File: config.mk
export PLATFORM = sky130hd
export DESIGN_NAME = time_of_day_clock
export DESIGN_NICKNAME = d
export VERILOG_FILES = /design/src/hdl/tod_pkg.sv /design/src/hdl/tod_step.sv /design/src/hdl/time_of_day_clock.sv
export SDC_FILE = /design/constraint.sdc
export NUM_CORES = 1
export LEC_CHECK = 0
export BUFFER_PORTS_ARGS = -buffer_cell sky130_fd_sc_hd__buf_2
export CORE_MARGIN = 1.5
export CORE_UTILIZATION = 35
export DETAILED_ROUTE_END_ITERATION = 10
export GPL_TIMING_DRIVEN = 1
export PLACE_DENSITY = 0.59
export RECOVER_POWER = 50
export SLEW_MARGIN = 0
export SYNTH_ARGS = -nofsm -noshare
export SYNTH_HDL_FRONTEND = slang
export SYNTH_HIERARCHICAL = 1
export SYNTH_SLANG_ARGS = --single-unit
File: constraint.sdc
create_clock -name clk -period 15.1 [get_ports clk]
set_input_delay 0.755 -clock clk [delete_from_list [all_inputs] [get_ports clk]]
set_output_delay 0.755 -clock clk [all_outputs]
set_load 0.005 [all_outputs]
File: src/hdl/tod_pkg.sv
// ----------------------------------------------------------------------------
// tod_pkg
// Shared types, constants and constant-divisor helpers for the time-of-day
// clock.
// ----------------------------------------------------------------------------
`default_nettype none

package tod_pkg;

  localparam int unsigned HoursPerDay      = 24;
  localparam int unsigned MinutesPerHour   = 60;
  localparam int unsigned SecondsPerMinute = 60;
  localparam int unsigned TenthsPerSecond  = 10;

  localparam int unsigned HourW   = 5;
  localparam int unsigned MinuteW = 6;
  localparam int unsigned SecondW = 6;
  localparam int unsigned TenthW  = 4;
  localparam int unsigned SetW    = 8;

  typedef enum logic {
    OP_TICK = 1'b0,
    OP_SET  = 1'b1
  } op_t;

  typedef struct packed {
    logic [HourW-1:0]   hour;
    logic [MinuteW-1:0] minute;
    logic [SecondW-1:0] second;
    logic [TenthW-1:0]  tenth;
  } time_t;

  // x / 10 for x <= 255: multiply by 205 / 2048, exact over that range.
  function automatic logic [4:0] div10(input logic [SetW-1:0] x);
    logic [15:0] p;
    p = 16'(x) * 16'd205;
    return p[15:11];
  endfunction

  // x / 60 for x < 300: count the multiples of 60 that fit.
  function automatic logic [2:0] div60(input logic [8:0] x);
    logic [2:0] q;
    q = 3'(x >= 9'd60) + 3'(x >= 9'd120) + 3'(x >= 9'd180) + 3'(x >= 9'd240);
    return q;
  endfunction

  // x / 24 for x < 260: multiply by 171 / 4096, exact over that range.
  function automatic logic [3:0] div24(input logic [8:0] x);
    logic [15:0] p;
    p = 16'(x) * 16'd171;
    return p[15:12];
  endfunction

endpackage

`default_nettype wire

File: src/hdl/tod_step.sv
// ----------------------------------------------------------------------------
// tod_step
// Next-time logic: advance one tenth with cascaded carries, or load and
// normalize a time from tenths up to hours.
// ----------------------------------------------------------------------------
`default_nettype none

module tod_step (
  input  tod_pkg::time_t                cur,
  input  tod_pkg::op_t                  op,
  input  logic [tod_pkg::SetW-1:0]      set_hour,
  input  logic [tod_pkg::SetW-1:0]      set_minute,
  input  logic [tod_pkg::SetW-1:0]      set_second,
  input  logic [tod_pkg::SetW-1:0]      set_tenth,
  output tod_pkg::time_t                nxt,
  output logic                          day
);
  import tod_pkg::*;

  logic    tenth_wrap, second_wrap, minute_wrap, hour_wrap;
  time_t   tick_time;
  time_t   set_time;
  logic [4:0] q_tenth;
  logic [8:0] sec_sum, min_sum, hour_sum;
  logic [2:0] q_sec, q_min;
  logic [3:0] q_hour;
  logic [7:0] tenth_rem;
  logic [8:0] sec_rem, min_rem, hour_rem;

  // Tick: carry ripples upward through each wrapping digit.
  always_comb begin
    tenth_wrap  = (cur.tenth == TenthW'(TenthsPerSecond - 1));
    second_wrap = tenth_wrap && (cur.second == SecondW'(SecondsPerMinute - 1));
    minute_wrap = second_wrap && (cur.minute == MinuteW'(MinutesPerHour - 1));
    hour_wrap   = minute_wrap && (cur.hour == HourW'(HoursPerDay - 1));

    tick_time.tenth  = tenth_wrap  ? '0 : cur.tenth + 1'b1;
    tick_time.second = !tenth_wrap ? cur.second : (second_wrap ? '0 : cur.second + 1'b1);
    tick_time.minute = !second_wrap ? cur.minute : (minute_wrap ? '0 : cur.minute + 1'b1);
    tick_time.hour   = !minute_wrap ? cur.hour : (hour_wrap ? '0 : cur.hour + 1'b1);
  end

  // Set: normalize by constant divisors, carrying each quotient upward.
  always_comb begin
    q_tenth   = div10(set_tenth);
    tenth_rem = set_tenth - 8'(q_tenth) * 8'(TenthsPerSecond);

    sec_sum   = 9'(set_second) + 9'(q_tenth);
    q_sec     = div60(sec_sum);
    sec_rem   = sec_sum - 9'(q_sec) * 9'(SecondsPerMinute);

    min_sum   = 9'(set_minute) + 9'(q_sec);
    q_min     = div60(min_sum);
    min_rem   = min_sum - 9'(q_min) * 9'(MinutesPerHour);

    hour_sum  = 9'(set_hour) + 9'(q_min);
    q_hour    = div24(hour_sum);
    hour_rem  = hour_sum - 9'(q_hour) * 9'(HoursPerDay);

    set_time.tenth  = tenth_rem[TenthW-1:0];
    set_time.second = sec_rem[SecondW-1:0];
    set_time.minute = min_rem[MinuteW-1:0];
    set_time.hour   = hour_rem[HourW-1:0];
  end

  always_comb begin
    unique case (op)
      OP_SET: begin
        nxt = set_time;
        day = 1'b0;
      end
      OP_TICK: begin
        nxt = tick_time;
        day = hour_wrap;
      end
      default: begin
        nxt = tick_time;
        day = 1'b0;
      end
    endcase
  end

endmodule

`default_nettype wire

File: src/hdl/time_of_day_clock.sv
// ----------------------------------------------------------------------------
// time_of_day_clock
// Hours, minutes, seconds and tenths clock driven by tick and set beats.
// ----------------------------------------------------------------------------
// Each input beat is either a tick (operation 0), which advances the clock by
// one tenth of a second and carries up through seconds, minutes and hours, or
// a set (operation 1), which loads the four set fields and normalizes them,
// with any carry past 24 hours dropped. Every input beat produces exactly one
// output beat carrying the time after that beat; day_rollover is high only on
// the result of a tick that wrapped 23:59:59.9 to midnight. The block takes one
// beat per cycle while the output side keeps up: a beat lands in the input
// register, the next-time logic runs on it combinationally, and the result
// register, which is also the clock state, loads it. A beat thus passes
// through the input register and then the result register. The time is
// 00:00:00.0 after reset.
// ----------------------------------------------------------------------------
`default_nettype none

module time_of_day_clock (
  input  logic                           clk,
  input  logic                           rst,
  input  logic                           in_valid,
  output logic                           in_ready,
  input  logic                           operation,
  input  logic [tod_pkg::SetW-1:0]       set_hour,
  input  logic [tod_pkg::SetW-1:0]       set_minute,
  input  logic [tod_pkg::SetW-1:0]       set_second,
  input  logic [tod_pkg::SetW-1:0]       set_tenth,
  output logic                           out_valid,
  input  logic                           out_ready,
  output logic [tod_pkg::HourW-1:0]      hour,
  output logic [tod_pkg::MinuteW-1:0]    minute,
  output logic [tod_pkg::SecondW-1:0]    second,
  output logic [tod_pkg::TenthW-1:0]     tenth,
  output logic                           day_rollover
);
  import tod_pkg::*;

  // Input register.
  logic             s1_valid;
  op_t              s1_op;
  logic [SetW-1:0]  s1_set_hour;
  logic [SetW-1:0]  s1_set_minute;
  logic [SetW-1:0]  s1_set_second;
  logic [SetW-1:0]  s1_set_tenth;

  // Clock state, which is also the result register.
  time_t  now;
  time_t  now_next;
  logic   day_next;
  logic   out_free;
  logic   s1_move;

  // Advance the result register when it is empty or being drained.
  assign out_free = !out_valid || out_ready;
  assign s1_move  = s1_valid && out_free;
  assign in_ready = !s1_valid || s1_move;

  always_ff @(posedge clk) begin
    if (rst) begin
      s1_valid <= 1'b0;
    end else if (in_ready) begin
      s1_valid <= in_valid;
    end
  end

  // Payload: hold while the stage is stalled.
  always_ff @(posedge clk) begin
    if (in_valid && in_ready) begin
      s1_op         <= op_t'(operation);
      s1_set_hour   <= set_hour;
      s1_set_minute <= set_minute;
      s1_set_second <= set_second;
      s1_set_tenth  <= set_tenth;
    end
  end

  tod_step u_step (
    .cur        (now),
    .op         (s1_op),
    .set_hour   (s1_set_hour),
    .set_minute (s1_set_minute),
    .set_second (s1_set_second),
    .set_tenth  (s1_set_tenth),
    .nxt        (now_next),
    .day        (day_next)
  );

  // Update the clock state only when a beat moves into the result register,
  // so the next beat always sees the time left by the one before it.
  always_ff @(posedge clk) begin
    if (rst) begin
      out_valid    <= 1'b0;
      now          <= '0;
      day_rollover <= 1'b0;
    end else begin
      if (out_free) begin
        out_valid <= s1_valid;
      end
      if (s1_move) begin
        now          <= now_next;
        day_rollover <= day_next;
      end
    end
  end

  assign hour   = now.hour;
  assign minute = now.minute;
  assign second = now.second;
  assign tenth  = now.tenth;

  // The held time is always a legal time of day.
  a_time_legal: assert property (@(posedge clk) disable iff (rst)
    (now.hour < HourW'(HoursPerDay)) && (now.minute < MinuteW'(MinutesPerHour)) &&
    (now.second < SecondW'(SecondsPerMinute)) && (now.tenth < TenthW'(TenthsPerSecond)))
    else $error("time_of_day_clock: clock state out of range");

  // A day rollover only ever lands on midnight.
  a_rollover_midnight: assert property (@(posedge clk) disable iff (rst)
    day_rollover |-> (now == '0))
    else $error("time_of_day_clock: day rollover without midnight");

  // A tick that does not wrap the tenth bumps it by one and leaves the rest.
  a_tick_step: assert property (@(posedge clk) disable iff (rst)
    (s1_move && (s1_op == OP_TICK) && (now.tenth != TenthW'(TenthsPerSecond - 1)))
    |=> (now.tenth == $past(now.tenth) + 1'b1) && $stable(now.second) &&
        $stable(now.minute) && $stable(now.hour) && !day_rollover)
    else $error("time_of_day_clock: tick did not advance the tenth");

  // A set never raises the day flag.
  a_set_no_rollover: assert property (@(posedge clk) disable iff (rst)
    (s1_move && (s1_op == OP_SET)) |=> !day_rollover)
    else $error("time_of_day_clock: set raised day rollover");

  // The state changes only when a beat moves into the result register.
  a_state_hold: assert property (@(posedge clk) disable iff (rst)
    !s1_move |=> $stable(now))
    else $error("time_of_day_clock: clock state changed without a beat");

endmodule

`default_nettype wire
---- After elaboration in Yosys (flattened, before gate mapping) ----
Index checks and enable logic that the tools add are counted.
operators by class
  add/sub/neg operators ................... 17
  multiply operators ...................... 6
  div/mod/pow operators ................... 0
  order comparisons ....................... 8
  eq/ne operators ......................... 7
  shift-type cells ........................ 0
  mux-type cells .......................... 9
  bitwise operators ....................... 1
  reduce and logical (&&, ||, !) cells .... 12
operator list
  cell                                                                number
  case mux 21 bit (2 select lines)                                    1
  greater-or-equal comparator 9 x 8 -> 1 bit (second input constant)  4
  2-to-1 mux 6 bit                                                    4
  adder 8 x 3 -> 9 bit                                                2
  greater-or-equal comparator 9 x 6 -> 1 bit (second input constant)  2
  greater-or-equal comparator 9 x 7 -> 1 bit (second input constant)  2
  multiplier 8 x 8 -> 16 bit (second input constant)                  1
  multiplier 9 x 8 -> 16 bit (second input constant)                  1
  adder 3 x 1 -> 3 bit                                                4
  adder 6 x 1 -> 6 bit (second input constant)                        2
  equality test 6 bit (second input constant)                         2
  subtractor 6 bit                                                    2
  2-to-1 mux 5 bit                                                    2
  adder 8 x 5 -> 9 bit                                                1
  multiplier 3 x 4 -> 4 bit (second input constant)                   2
  inequality test 2 x 1 -> 1 bit (second input constant)              3
  AND reduction 2 bit                                                 3
  adder 5 x 1 -> 5 bit (second input constant)                        1
  equality test 5 bit (second input constant)                         1
  logical AND 1 bit                                                   5
  multiplier 5 x 3 -> 3 bit (second input constant)                   1
  subtractor 5 bit                                                    1
  adder 1 x 1 -> 2 bit                                                2
  adder 4 x 1 -> 4 bit (second input constant)                        1
  8 further kinds                                                     10
storage, ports and cells
  register bits ........................... 57
  bits in latches ......................... 0
  memory bits (writable) .................. 0
  bits in read-only memories .............. 0
  output and inout bits ................... 24
  logic and storage cells ................. 72
  memories kept ........................... 0

---- Depth between registers and ports, before layout ----
Gate-level depths: netlist of run 1.
  word-level depth ........................ 16
  mapped depth ............................ 66
  mapped depth without buffers ............ 66

---- Hierarchy ----
The synthesis of run 1 kept the hierarchy.
modules (own cells, without submodules)
  module             times used  cells each  area each (um^2)
  tod_step           1           507         4159.0
  time_of_day_clock  1           139         2085.8

---- Worst setup path after synthesis of run 1 ----
Ideal clock, no wire load.
  kind .................................... flip-flop to flip-flop
  start point ............................. register s1_set_tenth[2]
  end point ............................... register now, in the netlist hour[4]
  data arrival time ....................... 14.092 ns
  required time ........................... 15.028 ns
  setup slack ............................. 0.936 ns
  cell stages (with the launch flop) ...... 65
  clock period less this slack ............ 14.164 ns
  path through ............................ edfxtp_1 > ha_1 > xor2_1 > ha_1 > fa_1 > inv_1 > fa_1 > inv_1 > ha_1 > o21a_1 > o21ai_0 > o21bai_1 > xor2_1 > ha_1 > inv_1 > fa_1 > nor2b_1 > o21ai_0 > (+29 left out) > inv_1 > fa_1 > inv_1 > ha_1 > and4_1 > nand2_1 > o21ai_0 > o21a_1 > nor2_1 > xnor2_1 > ha_1 > xor2_1 > xnor2_1 > xnor2_1 > xnor3_1 > a221oi_2 > nand2b_1 > mux2i_1
RTL lines
  what                    RTL line                  text
  from (decl)             time_of_day_clock.sv:45   logic [SetW-1:0] s1_set_tenth;
  from (signal assigned)  time_of_day_clock.sv:74   s1_set_tenth <= set_tenth;
  to (signal assigned)    time_of_day_clock.sv:101  now <= now_next;
  to (decl)               time_of_day_clock.sv:48   time_t now;

==> impl_metrics.json, run 1 <==
{
  "timing.final.crit_period_ps": 14330,
  "worstSetupPathType": "register to register",
  "clock_latency_ps": 340,
  "ios": 61,
  "critPathSlowestCell": "fa_1",
  "overflow": 0,
  "synth.most_common_cell": "ha_1",
  "synth_common_cells": "ha_1, inv_1, nand2b_1",
  "clockBufferDepth": 2,
  "place_ws_ps": 50.18,
  "tritoncts": "done",
  "antenna_found_initial": 0,
  "finalSetupViolCount": 0,
  "max_slew_margin_pct": 6.963,
  "track_usage_pct": 14.78,
  "wl_per_cell_um": 13.86,
  "fin_ws_ps": 771.2,
  "route.vias.total": 4609,
  "die_x_um": 136.6,
  "dr.pass1.iters": 4,
  "clk_pin_slew_worst_paths_ps": 50,
  "min_path_type": "register to register",
  "worstSetupEndpointType": "register",
  "ys.flop_type": "edfxtp_1",
  "crit_start": "s1_set_tenth[1]$_DFFE_PP_",
  "worst_pin_slew_ps": 1396,
  "viasPerCell": 4.836,
  "synthTopCellsByArea": "ha_1, edfxtp_1, fa_1, dfxtp_1, inv_1",
  "dp.cells": 924,
  "ant_nets": 0,
  "design_area_mm2": 0.007264,
  "grt_max_degree": 47,
  "numCtsBuffers": 9,
  "power_frac_seq_pct": 13.7,
  "cap_violations": 0,
  "status": "completed",
  "portBuffers": 60,
  "synthCells": 646,
  "placed_cell_area_mm2": 0.006802,
  "fin_total_pwr_mw": 1.557,
  "final_nets": 904,
  "synth-seq-cells": 57,
  "whs_ps": 469.8,
  "p_leak_nw": 3.346,
  "r2r-end": "hour[4]$_SDFFE_PP0P_",
  "drc": 0,
  "dp.final_hpwl_um": 10070,
  "startpoint_type": "register",
  "reg2reg_from": "s1_set_tenth[1]$_DFFE_PP_",
  "grt_pass1_wl_um": 21350,
  "finalNonFillerCells": 953,
  "finalWirelength_um": 13200,
  "netSwitchingFraction_pct": 45.31,
  "required_ps": 15370,
  "core-area_mm2": 0.01736,
  "h-tree-depth": 3,
  "synth-edff-count": 33,
  "fin_worst_skew_ps": 3.221,
  "synth.avg_cell_area_um2": 9.667,
  "root_buffer": "clkbuf_16",
  "areaGrowthSynthToFinish_pct": 16.33,
  "p_per_area_mw_per_mm2": 214.3,
  "yosys_warnings": 6,
  "synth_top_area_share_pct": 22.64,
  "first_iter_violations": 118,
  "die_h_um": 136.6,
  "num_rows": 48,
  "rr_worst_depth": 66,
  "crit_end": "hour[4]$_SDFFE_PP0P_",
  "cts.sinks": 57,
  "grt_pass1_vias": 4329,
  "slowest_delay_ps": 530,
  "async_reset_ff_share_pct": 0,
  "period_share_pct": 94.89,
  "synth-seq-area-share_pct": 23.56,
  "vdd_drop_max_mv": 0.1197,
  "internal_power_mw": 0.8513,
  "power.switching_mw": 0.7053,
  "synth_top_area_cell": "ha_1",
  "fillerInstances": 1723,
  "clock.fmax_mhz": 69.79,
  "antennaDiodeCount": 0,
  "hold_viol_final": 0,
  "r2r_slack_ps": 770,
  "layout-drive-gt1-share_pct": 15.52,
  "arrival_ps": 14600,
  "synth_fp_nets": 827,
  "syn_area_mm2": 0.006245,
  "combPwrFrac_pct": 74.0,
  "place.gp.congestion": 0.8130,
  "crit_fanout": 5,
  "report.final.slew_viol_count": 0,
  "fp.dieArea_mm2": 0.01865,
  "p_clk_share_pct": 12.4,
  "start_util_pct": 35.98,
  "yosysUniqueCellTypes": 61
}
[state kept, by name, summed over array words and instances, names as in the netlist]
| register | flops |
|---|---|
| s1_set_minute | 8 |
| day_rollover | 1 |
| s1_op | 1 |
| hour | 5 |
| s1_valid | 1 |
| s1_set_hour | 8 |
| s1_set_second | 8 |
| second | 6 |
| tenth | 4 |
| s1_set_tenth | 8 |
| out_valid | 1 |
| minute | 6 |
[power by group through the flow]
stage / combinational [mW] / sequential [mW] / clock (mW)
after CTS: 1.12 / 0.212 / 0.199
after global routing: 1.32 / 0.217 / 0.204
final: 1.15 / 0.213 / 0.193
after floorplan: 0.863 / 0.207 / 0
after global placement: 1.09 / 0.216 / 0
after detailed placement: 1.11 / 0.215 / 0
[layer usage]
| layer | up-vias | part of all wire (%) | global-route usage, % |
|---|---|---|---|
| li1 | 2386 | - | - |
| met4 | 0 | 1.5 | 5.496 |
| met5 | - | 0 | 0 |
| met2 | 59 | 46 | 22.86 |
| met1 | 2152 | 51 | 20.82 |
| met3 | 12 | 2.4 | 2.148 |
[worst min-delay path by stage]
stage | startpoint | slack [ps] | end | depth (start not counted)
final | day_rollover$_SDFFE_PP0P_ | 470 | day_rollover$_SDFFE_PP0P_ | 2
after global routing | day_rollover$_SDFFE_PP0P_ | 510 | day_rollover$_SDFFE_PP0P_ | 2
after CTS | day_rollover$_SDFFE_PP0P_ | 470 | day_rollover$_SDFFE_PP0P_ | 2
after detailed placement | day_rollover$_SDFFE_PP0P_ | 470 | day_rollover$_SDFFE_PP0P_ | 2
after global placement | day_rollover$_SDFFE_PP0P_ | 460 | day_rollover$_SDFFE_PP0P_ | 2
after floorplan | day_rollover$_SDFFE_PP0P_ | 460 | day_rollover$_SDFFE_PP0P_ | 2
[area by class of cell]
type | count | area [um2] | area share, %
tap | 225 | 281.5 | 3.875
sequential | 57 | 1471 | 20.25
multi-input combinational | 488 | 4471 | 61.54
clock buffer | 16 | 271.5 | 3.738
timing repair buffer | 82 | 450.4 | 6.200
inverter | 85 | 319.1 | 4.392
[cells by family after synthesis]
group | share of synthesized area [%]
flip-flops | 23.56
AND/OR/NAND/NOR | 14.75
buffers and inverters | 6.772
multiplexers | 4.708
adder cells (fa/ha/maj) | 32.58
AO/OA/AOI/OAI | 10.46
XOR/XNOR | 7.173
[critical path: cells and delay by family, from the launching register on]
kind	cells	cell delay, ps
adders and majority gates	20	6970
AOI/OAI and AO/OA	16	2540
and+or+nand+nor	11	1680
xor gates and xnor gates	7	1150
muxes	3	790
buffers and inverters	9	690
DFF	1	390
[cell usage in the layout (no fill, tap or decap), types with 9 or more instances in the layout]
cell / n
xor2_1: 16
clkbuf_1: 17
a21o_1: 10
xnor2_1: 29
nor2_1: 29
dfxtp_1: 24
inv_1: 84
clkbuf_16: 9
mux2i_1: 25
buf_2: 48
fa_1: 30
nand2_1: 41
o21ai_0: 18
buf_4: 22
edfxtp_1: 33
ha_1: 108
nand2b_1: 46
a21oi_1: 27
[stage by stage]
| step | setup TNS [ps] | util (%) |
|---|---|---|
| 2_1_floorplan | 0 | - |
| 3_3_place_gp | 0 | 39.19 |
| 3_5_place_dp | 0 | 39.19 |
| 4_1_cts | 0 | 40.88 |
| 5_1_grt | -113.7 | 41.85 |
| 6_report | 0 | 41.85 |
[what timing repair did]
action | in CTS | in global routing
pin swaps | 1 | 7
setup endpoints to repair | 1 | 2
hold endpoints to repair | 0 | 0
hold buffers | 0 | 0
setup buffers | 2 | 11
gates resized for setup | 1 | 29
cloned | 0 | 0
Note: power is estimated with default switching activity, not from simulation.
==> inputs of run 2 (changes only) <==
Settings changed: ABC_AREA from default to 1.
==> run 2 against run 1 <==
Against the previous run:
- the flow now finishes with violations (capacitance limit, slew limit)
- worst hold slack improved by 36 ps
- sequential share of layout area increased by 0.34 points
- count of clock-buffer cells in the layout decreased by 6
- routed wire length increased by 1.4%
- die area increased by 2.7%
- first-iteration DRC count increased by 65%
- global-route usage increased by 0.21 points
- worst setup slack improved by 690 ps
- synthesized cell count increased by 22%
- via count increased by 9.3%
- clock skew increased by 7.5 ps
- critical endpoint unchanged
==> impl_metrics.json, run 2 <==
{
  "status": "finished, violations left",
  "violations": "capacitance limit, slew limit",
  "gr-usage-met2_pct": 24.22,
  "antennaDiodeCount": 0,
  "async_reset_ff_share_pct": 0,
  "path_common_cell": "nand2_1",
  "synth-seq-area-share_pct": 22.93,
  "arrival_ps": 13860,
  "synth_top_area_cell": "ha_1",
  "dp.final_hpwl_um": 10490,
  "min_path_type": "register to register",
  "finalSetupTns_ps": 0,
  "start_util_pct": 35.72,
  "placed_cell_area_mm2": 0.006869,
  "hold_viol_final": 0,
  "synth.most_common_cell": "inv_1",
  "critPathSlowestCell": "fa_1",
  "grt_setup_unrepaired": "false",
  "design_area_mm2": 0.007151,
  "gr-max-usage-layer": "met2",
  "yosysUniqueCellTypes": 39,
  "numCtsBuffers": 9,
  "synthTopCellsByArea": "ha_1, edfxtp_1, fa_1, inv_1, dfxtp_1",
  "synth-edff-count": 33,
  "post_cts_buffers": 0,
  "core-area_mm2": 0.01796,
  "required_ps": 15330,
  "fp.dieArea_mm2": 0.01916,
  "grtUsageMet3_pct": 3.152,
  "ant_nets": 0,
  "timing.final.crit_period_ps": 13630,
  "synth_common_cells": "inv_1, nand2_1, ha_1",
  "root_buffer": "clkbuf_16",
  "die_h_um": 138.4,
  "wl_per_cell_um": 12.43,
  "route.vias.total": 5039,
  "grt_pass1_vias": 4910,
  "clk_pin_slew_worst_paths_ps": 60,
  "worstSetupEndpointType": "register",
  "finalSetupViolCount": 0,
  "overflow": 0,
  "h-tree-depth": 3,
  "die_x_um": 138.4,
  "slowest_delay_ps": 530,
  "layout-drive-gt1-share_pct": 12.25,
  "worstSetupPathType": "register to register",
  "cts.sinks": 57,
  "fin_worst_skew_ps": 10.70,
  "first_iter_violations": 195,
  "crit_fanout": 5,
  "ios": 61,
  "areaGrowthSynthToFinish_pct": 11.43,
  "whs_ps": 505.9,
  "viasPerCell": 4.674,
  "antenna_found_initial": 0,
  "postCtsHoldBufs": 0,
  "synth-simple-area-share_pct": 19.75,
  "num_rows": 49,
  "synth_xor_area_share_pct": 5.050,
  "period_share_pct": 90.30,
  "ctsResizeCount": 0,
  "ys.flop_type": "edfxtp_1",
  "report.final.slew_viol_count": 80,
  "tritoncts": "done",
  "worst_pin_slew_ps": 2035,
  "synth-seq-cells": 57,
  "yosys_warnings": 6,
  "grt_pass1_wl_um": 23190,
  "final_util_pct": 39.81,
  "startpoint_type": "register",
  "portBuffers": 60,
  "clockBufferDepth": 2,
  "synthAdderAreaFrac_pct": 31.70,
  "syn_area_mm2": 0.006417,
  "finalWirelength_um": 13400,
  "muxShareOfSynthArea_pct": 0,
  "final_nets": 1025,
  "synth_top_family_by_area": "adder cells",
  "synth_fp_nets": 968,
  "mostFrequentLayoutCell": "inv_1",
  "max_slew_margin_pct": -35.64,
  "synth.avg_cell_area_um2": 8.154,
  "clock.fmax_mhz": 73.34,
  "synthCells": 787,
  "final_cell_mix": "inv_1, nand2_1, ha_1, buf_2, nor2_1",
  "place.gp.congestion": 0.8487,
  "grt_max_degree": 46,
  "grtUsageMet1_pct": 20.20,
  "drc": 0,
  "synth_compound_area_share_pct": 8.384,
  "dr.pass1.iters": 5,
  "synth_top_area_share_pct": 22.03,
  "track_usage_pct": 14.99,
  "cap_violations": 2,
  "clock_latency_ps": 340
}
[run 2: final cells by class]
type / count / area [um2]
clock buffers: 10 / 239.0
clock inverters: 6 / 57.56
fillers: 1857 / 10810
inverters: 166 / 623.1
multi-input cells: 547 / 4156
flip-flops and latches: 57 / 1473
well taps: 229 / 286.5
repair buffers: 63 / 315.3
[run 2: critical path, delay by kind of cell, from the launching register on]
kind                       cells  cell delay, ps
DFF                            1             470
buffers and inverters         13             790
xor gates and xnor gates       2             460
AOI/OAI and AO/OA              6            1280
adders and majority gates     21            7730
and+or+nand+nor               29            2780
[run 2: path summary, 6_finish.rpt]
kind,startpoint,endpoint,slack (ps),cells past startpoint
worst max-delay path,s1_set_tenth[2]$_DFFE_PP_,hour[4]$_SDFFE_PP0P_,1470,71
worst min-delay path,day_rollover$_SDFFE_PP0P_,day_rollover$_SDFFE_PP0P_,510,2
worst min register to register,day_rollover$_SDFFE_PP0P_,day_rollover$_SDFFE_PP0P_,510,2
worst max register to register,s1_set_tenth[2]$_DFFE_PP_,hour[4]$_SDFFE_PP0P_,1470,71
[run 2: kinds of logic (layout without fill, tap and decap cells)]
logic type                 Yosys count  in the layout
AOI/OAI and AO/OA                   99             99
DFF                                 57             57
and+or+nand+nor                    267            267
buffers and inverters              183            245
xor gates and xnor gates            37             37
adders and majority gates          144            144
[run 2: layer usage]
metal	share of wire, %	vias up
met5	0	-
met4	1.6	0
met3	3.9	17
met2	45	95
met1	49	2279
li1	-	2648
[run 2: stage by stage]
stage	setup slack, ps	cells
finish	1465	1078
global route	172.7	1078
CTS	1453	1078
detailed placement	1483	1062
global placement	1715	1062
floorplan	2424	787
Power of run 2 is not shown: default switching activity piles up to over one toggle a cycle in this logic, so the estimate is an artifact.
